**config.mk**
```make
export PLATFORM = sky130hd
export DESIGN_NAME = double_ended_queue_ring_flat
export DESIGN_NICKNAME = d
export VERILOG_FILES = /design/src/hw/rtl/dqr_pkg.sv /design/src/hw/rtl/dqr_if.sv /design/src/hw/rtl/dqr_cell.sv /design/src/hw/rtl/double_ended_queue_ring.sv /design/src/flat_wrapper.sv
export SDC_FILE = /design/constraint.sdc
export NUM_CORES = 2
export LEC_CHECK = 0
export BUFFER_PORTS_ARGS = -buffer_cell sky130_fd_sc_hd__buf_4
export CORE_MARGIN = 4
export CORE_UTILIZATION = 49
export CTS_BUF_LIST = sky130_fd_sc_hd__clkbuf_8
export DETAILED_ROUTE_END_ITERATION = 8
export MAX_ROUTING_LAYER = met4
export SLEW_MARGIN = 15
export SYNTH_ARGS = -nofsm -noshare
export SYNTH_HDL_FRONTEND = slang
export SYNTH_SLANG_ARGS = --single-unit
```
**constraint.sdc**
```tcl
create_clock -name clk -period 11.8 [get_ports clk]
set_input_delay 2.95 -clock clk [delete_from_list [all_inputs] [get_ports clk]]
set_output_delay 2.95 -clock clk [all_outputs]
set_load 0.01 [all_outputs]
```
**src/hw/rtl/dqr_pkg.sv**
```systemverilog
// ----------------------------------------------------------------------------
// dqr_pkg: shared types and constants for the double-ended queue
// Request and status codes, cell commands, the neighbor link and FSM states.
// ----------------------------------------------------------------------------
package dqr_pkg;

  localparam int DEPTH_DEF = 16;
  localparam int DATA_W    = 32;
  localparam int REQ_W     = 3;
  localparam int STAT_W    = 2;

  typedef enum logic [REQ_W-1:0] {
    REQ_PUSH_FRONT = 3'd0,
    REQ_PUSH_BACK  = 3'd1,
    REQ_POP_FRONT  = 3'd2,
    REQ_POP_BACK   = 3'd3,
    REQ_TRAVERSE   = 3'd4
  } req_t;

  typedef enum logic [STAT_W-1:0] {
    ST_OK    = 2'd0,
    ST_FULL  = 2'd1,
    ST_EMPTY = 2'd2
  } status_t;

  typedef enum logic [2:0] {
    CMD_HOLD,
    CMD_PUSH_FRONT,
    CMD_PUSH_BACK,
    CMD_POP_FRONT,
    CMD_POP_BACK,
    CMD_ROTATE
  } cell_cmd_t;

  // What one cell shows its neighbors.
  typedef struct packed {
    logic              occ;
    logic [DATA_W-1:0] val;
  } link_t;

  // Broadcast control from the sequencer to every cell.
  typedef struct packed {
    cell_cmd_t         cmd;
    logic [DATA_W-1:0] push_value;
    logic [DATA_W-1:0] head_value;
  } cell_ctl_t;

  typedef enum logic {
    S_IDLE,
    S_TRAV
  } fsm_t;

endpackage

```
**src/hw/rtl/dqr_if.sv**
```systemverilog
// ----------------------------------------------------------------------------
// dqr_if: request and response channel interfaces
// Valid/ready channels; a beat moves when valid and ready are both high.
// ----------------------------------------------------------------------------
interface dqr_req_if;
  logic                                valid;
  logic                                ready;
  logic [dqr_pkg::REQ_W-1:0]           req_type;
  logic signed [dqr_pkg::DATA_W-1:0]   item_value;

  modport source (output valid, req_type, item_value, input ready);
  modport sink   (input valid, req_type, item_value, output ready);
endinterface

interface dqr_rsp_if;
  logic                                valid;
  logic                                ready;
  logic signed [dqr_pkg::DATA_W-1:0]   out_value;
  logic [dqr_pkg::STAT_W-1:0]          status;
  logic                                last_of_run;

  modport source (output valid, out_value, status, last_of_run, input ready);
  modport sink   (input valid, out_value, status, last_of_run, output ready);
endinterface

```
**src/hw/rtl/dqr_cell.sv**
```systemverilog
// ----------------------------------------------------------------------------
// dqr_cell: one slot of the queue chain
// Holds one value and an occupied flag; moves data to/from its neighbors.
// ----------------------------------------------------------------------------
module dqr_cell (
  input  logic               clk,
  input  logic               rst_n,
  input  dqr_pkg::cell_ctl_t ctl,
  input  dqr_pkg::link_t     prev_link,
  input  dqr_pkg::link_t     next_link,
  output dqr_pkg::link_t     cell_link
);

  logic                       occ_r, occ_nxt;
  logic [dqr_pkg::DATA_W-1:0] val_r, val_nxt;

  always_comb begin
    occ_nxt = occ_r;
    val_nxt = val_r;
    case (ctl.cmd)
      dqr_pkg::CMD_PUSH_FRONT: begin
        occ_nxt = prev_link.occ;
        val_nxt = prev_link.val;
      end
      dqr_pkg::CMD_PUSH_BACK: begin
        // first free slot takes the value
        if (!occ_r && prev_link.occ) begin
          occ_nxt = 1'b1;
          val_nxt = ctl.push_value;
        end
      end
      dqr_pkg::CMD_POP_FRONT: begin
        occ_nxt = next_link.occ;
        val_nxt = next_link.val;
      end
      dqr_pkg::CMD_POP_BACK: begin
        occ_nxt = occ_r && next_link.occ;
      end
      dqr_pkg::CMD_ROTATE: begin
        // shift toward the front; the tail slot takes the old head
        if (next_link.occ) begin
          val_nxt = next_link.val;
        end else if (occ_r) begin
          val_nxt = ctl.head_value;
        end
      end
      default: begin
      end
    endcase
  end

  always_ff @(posedge clk) begin
    if (!rst_n) begin
      occ_r <= 1'b0;
    end else begin
      occ_r <= occ_nxt;
    end
  end

  always_ff @(posedge clk) begin
    val_r <= val_nxt;
  end

  assign cell_link.occ = occ_r;
  assign cell_link.val = val_r;

endmodule

```
**src/hw/rtl/double_ended_queue_ring.sv**
```systemverilog
// ----------------------------------------------------------------------------
// double_ended_queue_ring: bounded double-ended queue of signed 32-bit values
// Latency: a response beat is registered in the cycle after its request beat.
// Throughput: push and pop requests are taken back to back; a traverse gives one
//   beat per stored entry, the chain rotating one slot per cycle when not stalled.
// Reset: synchronous, active low; queue empty, stored values undefined.
// ----------------------------------------------------------------------------
module double_ended_queue_ring #(
  parameter int DEPTH = dqr_pkg::DEPTH_DEF
) (
  input  logic clk,
  input  logic rst_n,
  dqr_req_if.sink   in_req,
  dqr_rsp_if.source out_rsp
);

  localparam int CW = $clog2(DEPTH + 1);

  // Chain of cells: cell 0 is the front. Occupancy is a thermometer code,
  // so the tail is the last occupied cell.
  dqr_pkg::link_t    cell_q [DEPTH];
  dqr_pkg::link_t    prev_l [DEPTH];
  dqr_pkg::link_t    next_l [DEPTH];
  dqr_pkg::cell_ctl_t ctl;
  dqr_pkg::cell_cmd_t cmd;

  genvar gi;
  generate
    for (gi = 0; gi < DEPTH; gi++) begin : g_cell
      if (gi == 0) begin : g_head
        // push front enters here from the request payload
        assign prev_l[gi].occ = 1'b1;
        assign prev_l[gi].val = in_req.item_value;
      end else begin : g_mid
        assign prev_l[gi] = cell_q[gi-1];
      end
      if (gi == DEPTH - 1) begin : g_tail
        assign next_l[gi].occ = 1'b0;
        assign next_l[gi].val = '0;
      end else begin : g_body
        assign next_l[gi] = cell_q[gi+1];
      end

      dqr_cell u_cell (
        .clk       (clk),
        .rst_n     (rst_n),
        .ctl       (ctl),
        .prev_link (prev_l[gi]),
        .next_link (next_l[gi]),
        .cell_link (cell_q[gi])
      );
    end
  endgenerate

  assign ctl.cmd        = cmd;
  assign ctl.push_value = in_req.item_value;
  assign ctl.head_value = cell_q[0].val;

  // Pop back value: AND-OR select of the one-hot tail cell.
  logic [dqr_pkg::DATA_W-1:0] tail_val;
  always_comb begin
    tail_val = '0;
    for (int i = 0; i < DEPTH; i++) begin
      tail_val = tail_val |
                 (cell_q[i].val & {dqr_pkg::DATA_W{cell_q[i].occ && !next_l[i].occ}});
    end
  end

  // Sequencer state
  dqr_pkg::fsm_t state_r, state_nxt;
  logic [CW-1:0] count_r, count_nxt;
  logic [CW-1:0] idx_r, idx_nxt;   // next traverse position

  // Output register
  logic                       out_valid_r, out_valid_nxt;
  logic [dqr_pkg::DATA_W-1:0] out_val_r;
  dqr_pkg::status_t           out_st_r;
  logic                       out_last_r;

  logic                       slot_free, in_fire, is_full, is_empty, load;
  logic                       trav_last;
  logic [dqr_pkg::DATA_W-1:0] res_val;
  dqr_pkg::status_t           res_st;
  logic                       res_last;

  assign slot_free = !out_valid_r || out_rsp.ready;
  assign in_fire   = in_req.valid && in_req.ready;
  assign is_full   = (count_r == CW'(DEPTH));
  assign is_empty  = (count_r == '0);
  assign trav_last = ((idx_r + CW'(1)) == count_r);

  // Next state
  always_comb begin
    state_nxt = state_r;
    case (state_r)
      dqr_pkg::S_IDLE: begin
        if (in_fire && in_req.req_type == dqr_pkg::REQ_TRAVERSE &&
            !is_empty && count_r != CW'(1)) begin
          state_nxt = dqr_pkg::S_TRAV;
        end
      end
      dqr_pkg::S_TRAV: begin
        if (slot_free && trav_last) begin
          state_nxt = dqr_pkg::S_IDLE;
        end
      end
      default: state_nxt = dqr_pkg::S_IDLE;
    endcase
  end

  // Outputs and datapath control
  always_comb begin
    in_req.ready = 1'b0;
    cmd          = dqr_pkg::CMD_HOLD;
    load         = 1'b0;
    res_val      = '0;
    res_st       = dqr_pkg::ST_OK;
    res_last     = 1'b1;
    count_nxt    = count_r;
    idx_nxt      = idx_r;
    case (state_r)
      dqr_pkg::S_IDLE: begin
        in_req.ready = slot_free;
        // request beat taken (ready equals slot_free here)
        if (in_req.valid && slot_free) begin
          case (in_req.req_type)
            dqr_pkg::REQ_PUSH_FRONT, dqr_pkg::REQ_PUSH_BACK: begin
              load = 1'b1;
              if (is_full) begin
                res_st = dqr_pkg::ST_FULL;   // value dropped
              end else begin
                cmd = (in_req.req_type == dqr_pkg::REQ_PUSH_FRONT) ?
                      dqr_pkg::CMD_PUSH_FRONT : dqr_pkg::CMD_PUSH_BACK;
                count_nxt = count_r + CW'(1);
              end
            end
            dqr_pkg::REQ_POP_FRONT, dqr_pkg::REQ_POP_BACK: begin
              load = 1'b1;
              if (is_empty) begin
                res_st = dqr_pkg::ST_EMPTY;
              end else if (in_req.req_type == dqr_pkg::REQ_POP_FRONT) begin
                cmd       = dqr_pkg::CMD_POP_FRONT;
                res_val   = cell_q[0].val;
                count_nxt = count_r - CW'(1);
              end else begin
                cmd       = dqr_pkg::CMD_POP_BACK;
                res_val   = tail_val;
                count_nxt = count_r - CW'(1);
              end
            end
            dqr_pkg::REQ_TRAVERSE: begin
              load = 1'b1;
              if (is_empty) begin
                res_st = dqr_pkg::ST_EMPTY;
              end else begin
                // emit the head and rotate; count rotations restore order
                cmd      = dqr_pkg::CMD_ROTATE;
                res_val  = cell_q[0].val;
                res_last = (count_r == CW'(1));
                idx_nxt  = CW'(1);
              end
            end
            default: begin
              // unknown request: consumed, no response
            end
          endcase
        end
      end
      dqr_pkg::S_TRAV: begin
        if (slot_free) begin
          load     = 1'b1;
          cmd      = dqr_pkg::CMD_ROTATE;
          res_val  = cell_q[0].val;
          res_last = trav_last;
          idx_nxt  = idx_r + CW'(1);
        end
      end
      default: begin
      end
    endcase
  end

  always_comb begin
    if (load) begin
      out_valid_nxt = 1'b1;
    end else if (out_rsp.ready) begin
      out_valid_nxt = 1'b0;
    end else begin
      out_valid_nxt = out_valid_r;
    end
  end

  always_ff @(posedge clk) begin
    if (!rst_n) begin
      state_r     <= dqr_pkg::S_IDLE;
      count_r     <= '0;
      idx_r       <= '0;
      out_valid_r <= 1'b0;
    end else begin
      state_r     <= state_nxt;
      count_r     <= count_nxt;
      idx_r       <= idx_nxt;
      out_valid_r <= out_valid_nxt;
    end
  end

  // Response payload, no reset needed
  always_ff @(posedge clk) begin
    if (load) begin
      out_val_r  <= res_val;
      out_st_r   <= res_st;
      out_last_r <= res_last;
    end
  end

  assign out_rsp.valid       = out_valid_r;
  assign out_rsp.out_value   = out_val_r;
  assign out_rsp.status      = out_st_r;
  assign out_rsp.last_of_run = out_last_r;

endmodule

```
**src/flat_wrapper.sv**
```systemverilog
// flat-port wrapper written by rule: the top's interface ports become plain ports
module double_ended_queue_ring_flat 
#(
  parameter int DEPTH = dqr_pkg::DEPTH_DEF
)
  (clk, rst_n, in_req_valid, in_req_req_type, in_req_item_value, in_req_ready, out_rsp_valid, out_rsp_out_value, out_rsp_status, out_rsp_last_of_run, out_rsp_ready);
  dqr_req_if in_req_i ();
  dqr_rsp_if out_rsp_i ();
  input  logic clk;
  input  logic rst_n;
  input wire logic [$bits(in_req_i.valid)-1:0] in_req_valid;
  input wire logic [$bits(in_req_i.req_type)-1:0] in_req_req_type;
  input wire logic [$bits(in_req_i.item_value)-1:0] in_req_item_value;
  output wire logic [$bits(in_req_i.ready)-1:0] in_req_ready;
  output wire logic [$bits(out_rsp_i.valid)-1:0] out_rsp_valid;
  output wire logic [$bits(out_rsp_i.out_value)-1:0] out_rsp_out_value;
  output wire logic [$bits(out_rsp_i.status)-1:0] out_rsp_status;
  output wire logic [$bits(out_rsp_i.last_of_run)-1:0] out_rsp_last_of_run;
  input wire logic [$bits(out_rsp_i.ready)-1:0] out_rsp_ready;
  assign in_req_i.valid = in_req_valid;
  assign in_req_i.req_type = in_req_req_type;
  assign in_req_i.item_value = in_req_item_value;
  assign in_req_ready = in_req_i.ready;
  assign out_rsp_valid = out_rsp_i.valid;
  assign out_rsp_out_value = out_rsp_i.out_value;
  assign out_rsp_status = out_rsp_i.status;
  assign out_rsp_last_of_run = out_rsp_i.last_of_run;
  assign out_rsp_i.ready = out_rsp_ready;
  double_ended_queue_ring #(.DEPTH(DEPTH)) u_core (.clk(clk), .rst_n(rst_n), .in_req(in_req_i), .out_rsp(out_rsp_i));
endmodule
```
# After elaboration in Yosys (flattened, before gate mapping)

Cells that the tools add are included.

Input port bits: 39
Output and inout port bits: 37
Logic and storage cells: 363
Bits in registers: 575

Equality and inequality tests: 51
Mux-type cells: 135
Add/sub/neg operators: 3
Reductions and logical operators: 102
Bitwise logic cells: 33

Operators with widths:

| kind                                                   | count |
|---|---|
| one-hot mux 32 bit (4 select lines)                    | 16 |
| 2-to-1 mux 32 bit                                      | 51 |
| bitwise AND 32 bit                                     | 16 |
| bitwise OR 32 bit                                      | 15 |
| one-hot mux 32 bit (2 select lines)                    | 2 |
| one-hot mux 1 bit (4 select lines)                     | 14 |
| AND reduction 3 bit                                    | 16 |
| inequality test 3 bit (second input constant)          | 14 |
| logical AND 1 bit                                      | 36 |
| inequality test 2 x 1 -> 1 bit (second input constant) | 17 |
| 2-to-1 mux 5 bit                                       | 6 |
| AND reduction 2 bit                                    | 15 |
| 2-to-1 mux 1 bit                                       | 28 |
| one-hot mux 5 bit (2 select lines)                     | 2 |
| 2-to-1 mux 3 bit                                       | 6 |
| zero test 1 bit                                        | 17 |
| inequality test 2 bit (second input constant)          | 7 |
| equality test 3 x 2 -> 1 bit (second input constant)   | 4 |
| adder 5 x 1 -> 5 bit (second input constant)           | 2 |
| OR reduction 2 bit                                     | 5 |
| equality test 3 bit (second input constant)            | 3 |
| one-hot mux 3 bit (3 select lines)                     | 1 |
| nonzero test 4 bit                                     | 2 |
| equality test 3 x 1 -> 1 bit (second input constant)   | 2 |
| 20 further kinds                                       | 27 |

# Logic depth before layout (Yosys ltp)

Word-level depth: 23
Depth in mapped cells: 12

# Cells and area by module

A second synthesis with hierarchy kept.

Cells, all modules: 5,000
Area total of the unflattened synthesis: 44,585.3 sq um

By module, submodules not included:

| module                                  | cells each | area an instance (sq um) | times used | sequential area each (sq um) |
|---|---|---|---|---|
| dqr_cell at u_core.g_cell[0].u_cell ... | 273        | 2,468.6                  | 13         | 980.9 |
| dqr_cell at u_core.g_cell[7].u_cell ... | 274        | 2,466.1                  | 3          | 980.9 |
| double_ended_queue_ring                 | 629        | 5,094.9                  | 1          | 1,291.2 |

# Least setup slack after synthesis

No wires, ideal clock.

Path type: input to register
From: input in_req_req_type[2]
To: register u_core.g_cell[0].u_cell.val_r[0] in the netlist's numbering (enable)
Required time: 11,330 ps
Stages on the path: 9
Path slack: 4,596 ps
Data arrival time: 6,734 ps
Cell sequence: buf_2 > o21a_1 > o31a_1 > a31oi_2 > buf_6 > buf_4 > buf_2 > nor2_1 > a211oi_1

Longest elaborated chain between the ends: 9
Elaborated cells on any way between the ends: 22
Classes of those cells: eq/ne: 10; mux: 7; reduce/logical: 5

Ends and longest elaborated chain:

| item                                                                         | line                                                                                           | text |
|---|---|---|
| from (decl)                                                                  | flat_wrapper.sv:12                                                                             | `input wire logic [$bits(in_req_i.req_type)-1:0] in_req_req_type;` |
| equality test 3 x 2 -> 1 bit / zero test 3 bit (equally long branches)       | double_ended_queue_ring.sv:126, double_ended_queue_ring.sv:141, double_ended_queue_ring.sv:132 |  |
| 2-to-1 mux 3 bit / 2-to-1 mux 2 bit (equally long branches)                  | double_ended_queue_ring.sv:141, double_ended_queue_ring.sv:132                                 |  |
| 2-to-1 mux 3 bit, on equally long branches                                   | double_ended_queue_ring.sv:139, double_ended_queue_ring.sv:129                                 |  |
| one-hot mux 3 bit (3 select lines) *                                         | double_ended_queue_ring.sv:126                                                                 | `case (in_req.req_type)` |
| 2-to-1 mux 3 bit *                                                           | double_ended_queue_ring.sv:125                                                                 | `if (in_req.valid && slot_free) begin` |
| one-hot mux 3 bit (2 select lines) *                                         | double_ended_queue_ring.sv:121                                                                 | `case (state_r)` |
| equality test 3 x 2 -> 1 bit (tied with other cells)                         | dqr_cell.sv:20                                                                                 | `case (ctl.cmd)` |
| inequality test 2 bit (no line) / nonzero test 4 bit (equally long branches) | -                                                                                              |  |
| AND reduction 3 bit (no line) *                                              | -                                                                                              |  |
| to (signal assigned)                                                         | dqr_cell.sv:61                                                                                 | `val_r <= val_nxt;` |
| to (decl)                                                                    | dqr_cell.sv:15                                                                                 | `logic [dqr_pkg::DATA_W-1:0] val_r, val_nxt;` |

Mark *: on every way between the ends. The rest lies on a longest branch, timed or not.
A chain may end at the register's enable or synchronous reset.

# Worst setup path after layout

From: input out_rsp_ready
To: output in_req_ready

Longest elaborated chain between the ends: 2

Ends and longest elaborated chain:

| item             | line                           | text |
|---|---|---|
| from (decl)      | flat_wrapper.sv:19             | `input wire logic [$bits(out_rsp_i.ready)-1:0] out_rsp_ready;` |
| logical OR 1 bit | double_ended_queue_ring.sv:86  | `assign slot_free = !out_valid_r \|\| out_rsp.ready;` |
| 2-to-1 mux 1 bit | double_ended_queue_ring.sv:121 |  |
| to (decl)        | flat_wrapper.sv:14             | `output wire logic [$bits(in_req_i.ready)-1:0] in_req_ready;` |

Every way passes these cells.

==> flow_metrics.py <==
metrics = {
    "outcome": {
        "outcome": "finished clean",
    },
    "finish": {
        "nets": 5136,
        "layout.cell_area.non_filler_mm2": 0.05120,
        "instances_no_fill": 6479,
        "drive_above_1_share": 0.08717,
        "layout-area-overhead-vs-synth_pct": 5.478,
        "fillCellCount": 9095,
        "final_util": 0.5210,
    },
    "setup_path": {
        "worst-endpoint-arrival_ns": 4.29,
        "worstSetupPathType": "in2out",
        "crit_path_max_fanout": 33,
        "critical_path.startpoint": "out_rsp_ready",
        "crit_path_start_kind": "input pin",
        "worstPathRequired_ns": 8.85,
        "setup.worst_path.end_class": "output pin",
        "launch_instance_of_the_worst_register_to_register_path": "u_core.out_rsp.valid",
    },
    "cts": {
        "clock_sinks": 575,
        "cts-root-to-sink-buffers": 3,
        "clockRootBuffer": "sky130_fd_sc_hd__clkbuf_8",
        "clkLatencyLatePin_ns": 0.82,
        "post-cts-setup-buffers": 0,
        "post_cts_resize_count": 0,
        "clkTransAtPathRegs_ns": 0.05,
        "tritoncts_clock_tree": "yes",
        "htree_levels": 3,
        "hold_buffers": 0,
        "cts_made_buffers": 110,
    },
    "die": {
        "die_height_um": 322.7,
        "dieWidth_um": 322.7,
        "design.core.area_mm2": 0.09828,
        "initial_core_util": 0.4939,
        "design.die.area_mm2": 0.1042,
        "fp-row-count": 115,
        "ios": 76,
    },
    "global_routing": {
        "grt_usage": 0.4171,
        "grt_start_max_net_pins": 216,
        "grt.overflow.total": 0,
        "grt-busiest-layer": "met2",
        "grt_pass1_wl_mm": 320.1,
        "grt_antenna_before_repair": 13,
        "first_global_vias": 46330,
        "gr-usage-met2": 0.5716,
        "grtUsageMet3": 0.1141,
        "met1_usage": 0.5584,
    },
    "timing": {
        "timing.final.max_slew_violations": 0,
        "worst_clock_skew_ns": 0.04608,
        "worst_pin_slew_ns": 1.290,
        "finalSetupTns_ns": 0,
        "finalSetupViolCount": 0,
        "post-route-period-util": 0.6134,
        "fin_worst_hold_slack_ns": 0.4876,
        "post-route-worst-setup-slack_ns": 4.562,
        "finalHoldViolations": 0,
        "timing.fmax_mhz": 138.2,
        "post-route-min-period_ns": 7.238,
        "rsz0062_at_grt": "no",
        "headroom_to_the_max_slew_limit": 0.1403,
    },
    "synthesis": {
        "yosys-top-cells-area": "sky130_fd_sc_hd__edfxtp_1 (34%), sky130_fd_sc_hd__a2bb2oi_1 (7.2%), sky130_fd_sc_hd__o41ai_1 (7.0%)",
        "postSynthNetCount": 5588,
        "synth_area_per_cell_um2": 8.753,
        "synth_edf_count": 547,
        "count_of_distinct_cell_types_in_the_synthesized_netlist": 76,
        "syn-cell-area_mm2": 0.04854,
        "synthFlopType": "sky130_fd_sc_hd__edfxtp_1",
        "ys_seq_area_frac": 0.3500,
        "warning_count_from_the_yosys_run": 0,
        "synth_area_leader_cell": "sky130_fd_sc_hd__edfxtp_1",
        "netlist_instances": 5545,
        "synth_top_area_share": 0.3384,
        "asyncSetResetFlopFracSynth": 0,
        "synth.ff_latch_count": 575,
    },
    "detailed_routing": {
        "total_vias_in_the_final_route": 51510,
        "routed_wl_mm": 220.4,
        "detailedRoute.firstPassIterationCount": 6,
        "drtIter0Drc": 8714,
        "vias_per_cell": 7.951,
        "wl_per_cell_um": 34.01,
        "ant_nets": 0,
        "drc": 0,
    },
    "place": {
        "pre_cts_worst_setup_slack_ns": 4.095,
        "detailed_place.area_mm2": 0.04919,
        "portBuffers": 75,
        "post-place-cells": 6268,
        "gp_congestion": 0.8887,
        "post-dp-hpwl_mm": 118.0,
    },
    "pwr": {
        "post-layout-total-power_mw": 6.320,
        "leakagePower_nw": 15.34,
        "ir_drop_worst_case_vdd_v": 0.0001193,
        "powerDensity_mw_per_mm2": 123.4,
    },
    "worst_hold_path": {
        "worst_min_delay_path_category": "reg2reg",
        "worstHoldStart": "u_core.idx_r[4]",
    },
    "run": {
        "maxCapViolations": 0,
    },
}
path summary, 6_finish.rpt:
| check | end | slack (ns) | cells after the start |
|---|---|---|---|
| worst min-delay path | u_core.idx_r[4] | 0.49 | 1 |
| worst min register to register | u_core.idx_r[4] | 0.49 | 1 |
| worst max register to register | u_core.g_cell[10].u_cell.val_r[26] | 6.61 | 8 |
| worst max-delay path | in_req_ready | 4.56 | 4 |
state kept, by name (all words and copies together) (netlist names):
name / cells
u_core.idx_r: 5
u_core.g_cell.u_cell.val_r: 512
u_core.out_rsp.status: 2
u_core.out_rsp.last_of_run: 1
u_core.count_r: 5
u_core.g_cell.u_cell.occ_r: 16
u_core.state_r: 1
u_core.out_rsp.valid: 1
u_core.out_rsp.out_value: 32
worst max-delay path, cell delays in order:
cell and delay, ns:
sky130_fd_sc_hd__buf_4 0.12, sky130_fd_sc_hd__nor2b_4 0.74, sky130_fd_sc_hd__nor2_1 0.25, sky130_fd_sc_hd__buf_4 0.22
area by class of cell:
class / count / area [µm²] / area share
timing repair buffer: 210 / 1689 / 0.03299
clock buffer: 114 / 1569 / 0.03065
multi-input combinational: 4187 / 28820 / 0.5630
antenna: 7 / 17.52 / 0.0003421
tap: 1287 / 1610 / 0.03145
sequential: 575 / 17040 / 0.3327
inverter: 9 / 41.29 / 0.0008065
clock inverter: 90 / 411.6 / 0.008040
power breakdown:
group          leakage, nW  internal, mW  switching (mW)  total (mW)
Combinational         8.87         0.483            1.21        1.69
Clock                 1.18         0.916            1.02        1.93
Sequential            5.28          2.44           0.262        2.70
Total                 15.3          3.83            2.49        6.32
per-layer routing:
metal  part of all wire  vias up
met5                  0        -
met4              0.060        0
met3               0.14      853
met2               0.41     4042
met1               0.39    24970
li1                   -    21640
Yosys cell counts, drive strengths merged, types with 8 or more instances:
library cell and instances:
nand3b 18, mux2 32, a22oi 132, a2bb2oi 397, or4 14, inv 9, o21a 26, o311ai 8
nor3b 32, edfxtp 547, buf 142, o31ai 16, a222oi 8, a21boi 10, nand2 470, a21oi 103
and3 55, o41ai 387, a2111oi 34, and4 11, dfxtp 28, nor4 368, o21ai 44, a221o 52
a22o 33, clkbuf 632, o2bb2ai 366, nand3 72, or3 389, mux2i 8, o31a 12, o32ai 9
and2 33, nand4 55, nor2 31, and3b 70, nand2b 396, o22a 8, nor2b 21, nor3 404
logic make-up after synthesis:
family                   count (synthesis)  share of synthesized area
AND/OR/NAND/NOR                       2448                     0.2840
flip-flops                             575                     0.3500
buffers and inverters                  783                    0.06401
multiplexers                            40                   0.009074
XOR/XNOR                                 9                   0.001624
adder cells (fa/ha/maj)                  4                   0.001031
AO/OA/AOI/OAI                         1686                     0.2903
placed cells by master, fill, tap and decap left out, drive strengths merged, types with 18 or more instances in the layout:
master / instances
edfxtp: 547
nand2: 470
nor3: 404
a2bb2oi: 397
nand2b: 396
or3: 389
o41ai: 387
nor4: 368
o2bb2ai: 366
buf: 210
a22oi: 132
clkbuf: 114
a21oi: 103
nand3: 72
and3b: 70
inv: 58
and3: 55
nand4: 55
a221o: 52
o21ai: 44
clkinv: 39
a2111oi: 34
a22o: 33
and2: 33
mux2: 32
nor3b: 32
nor2: 31
dfxtp: 28
o21a: 26
nor2b: 21
nand3b: 18
Power figures use the tool's default switching activity.
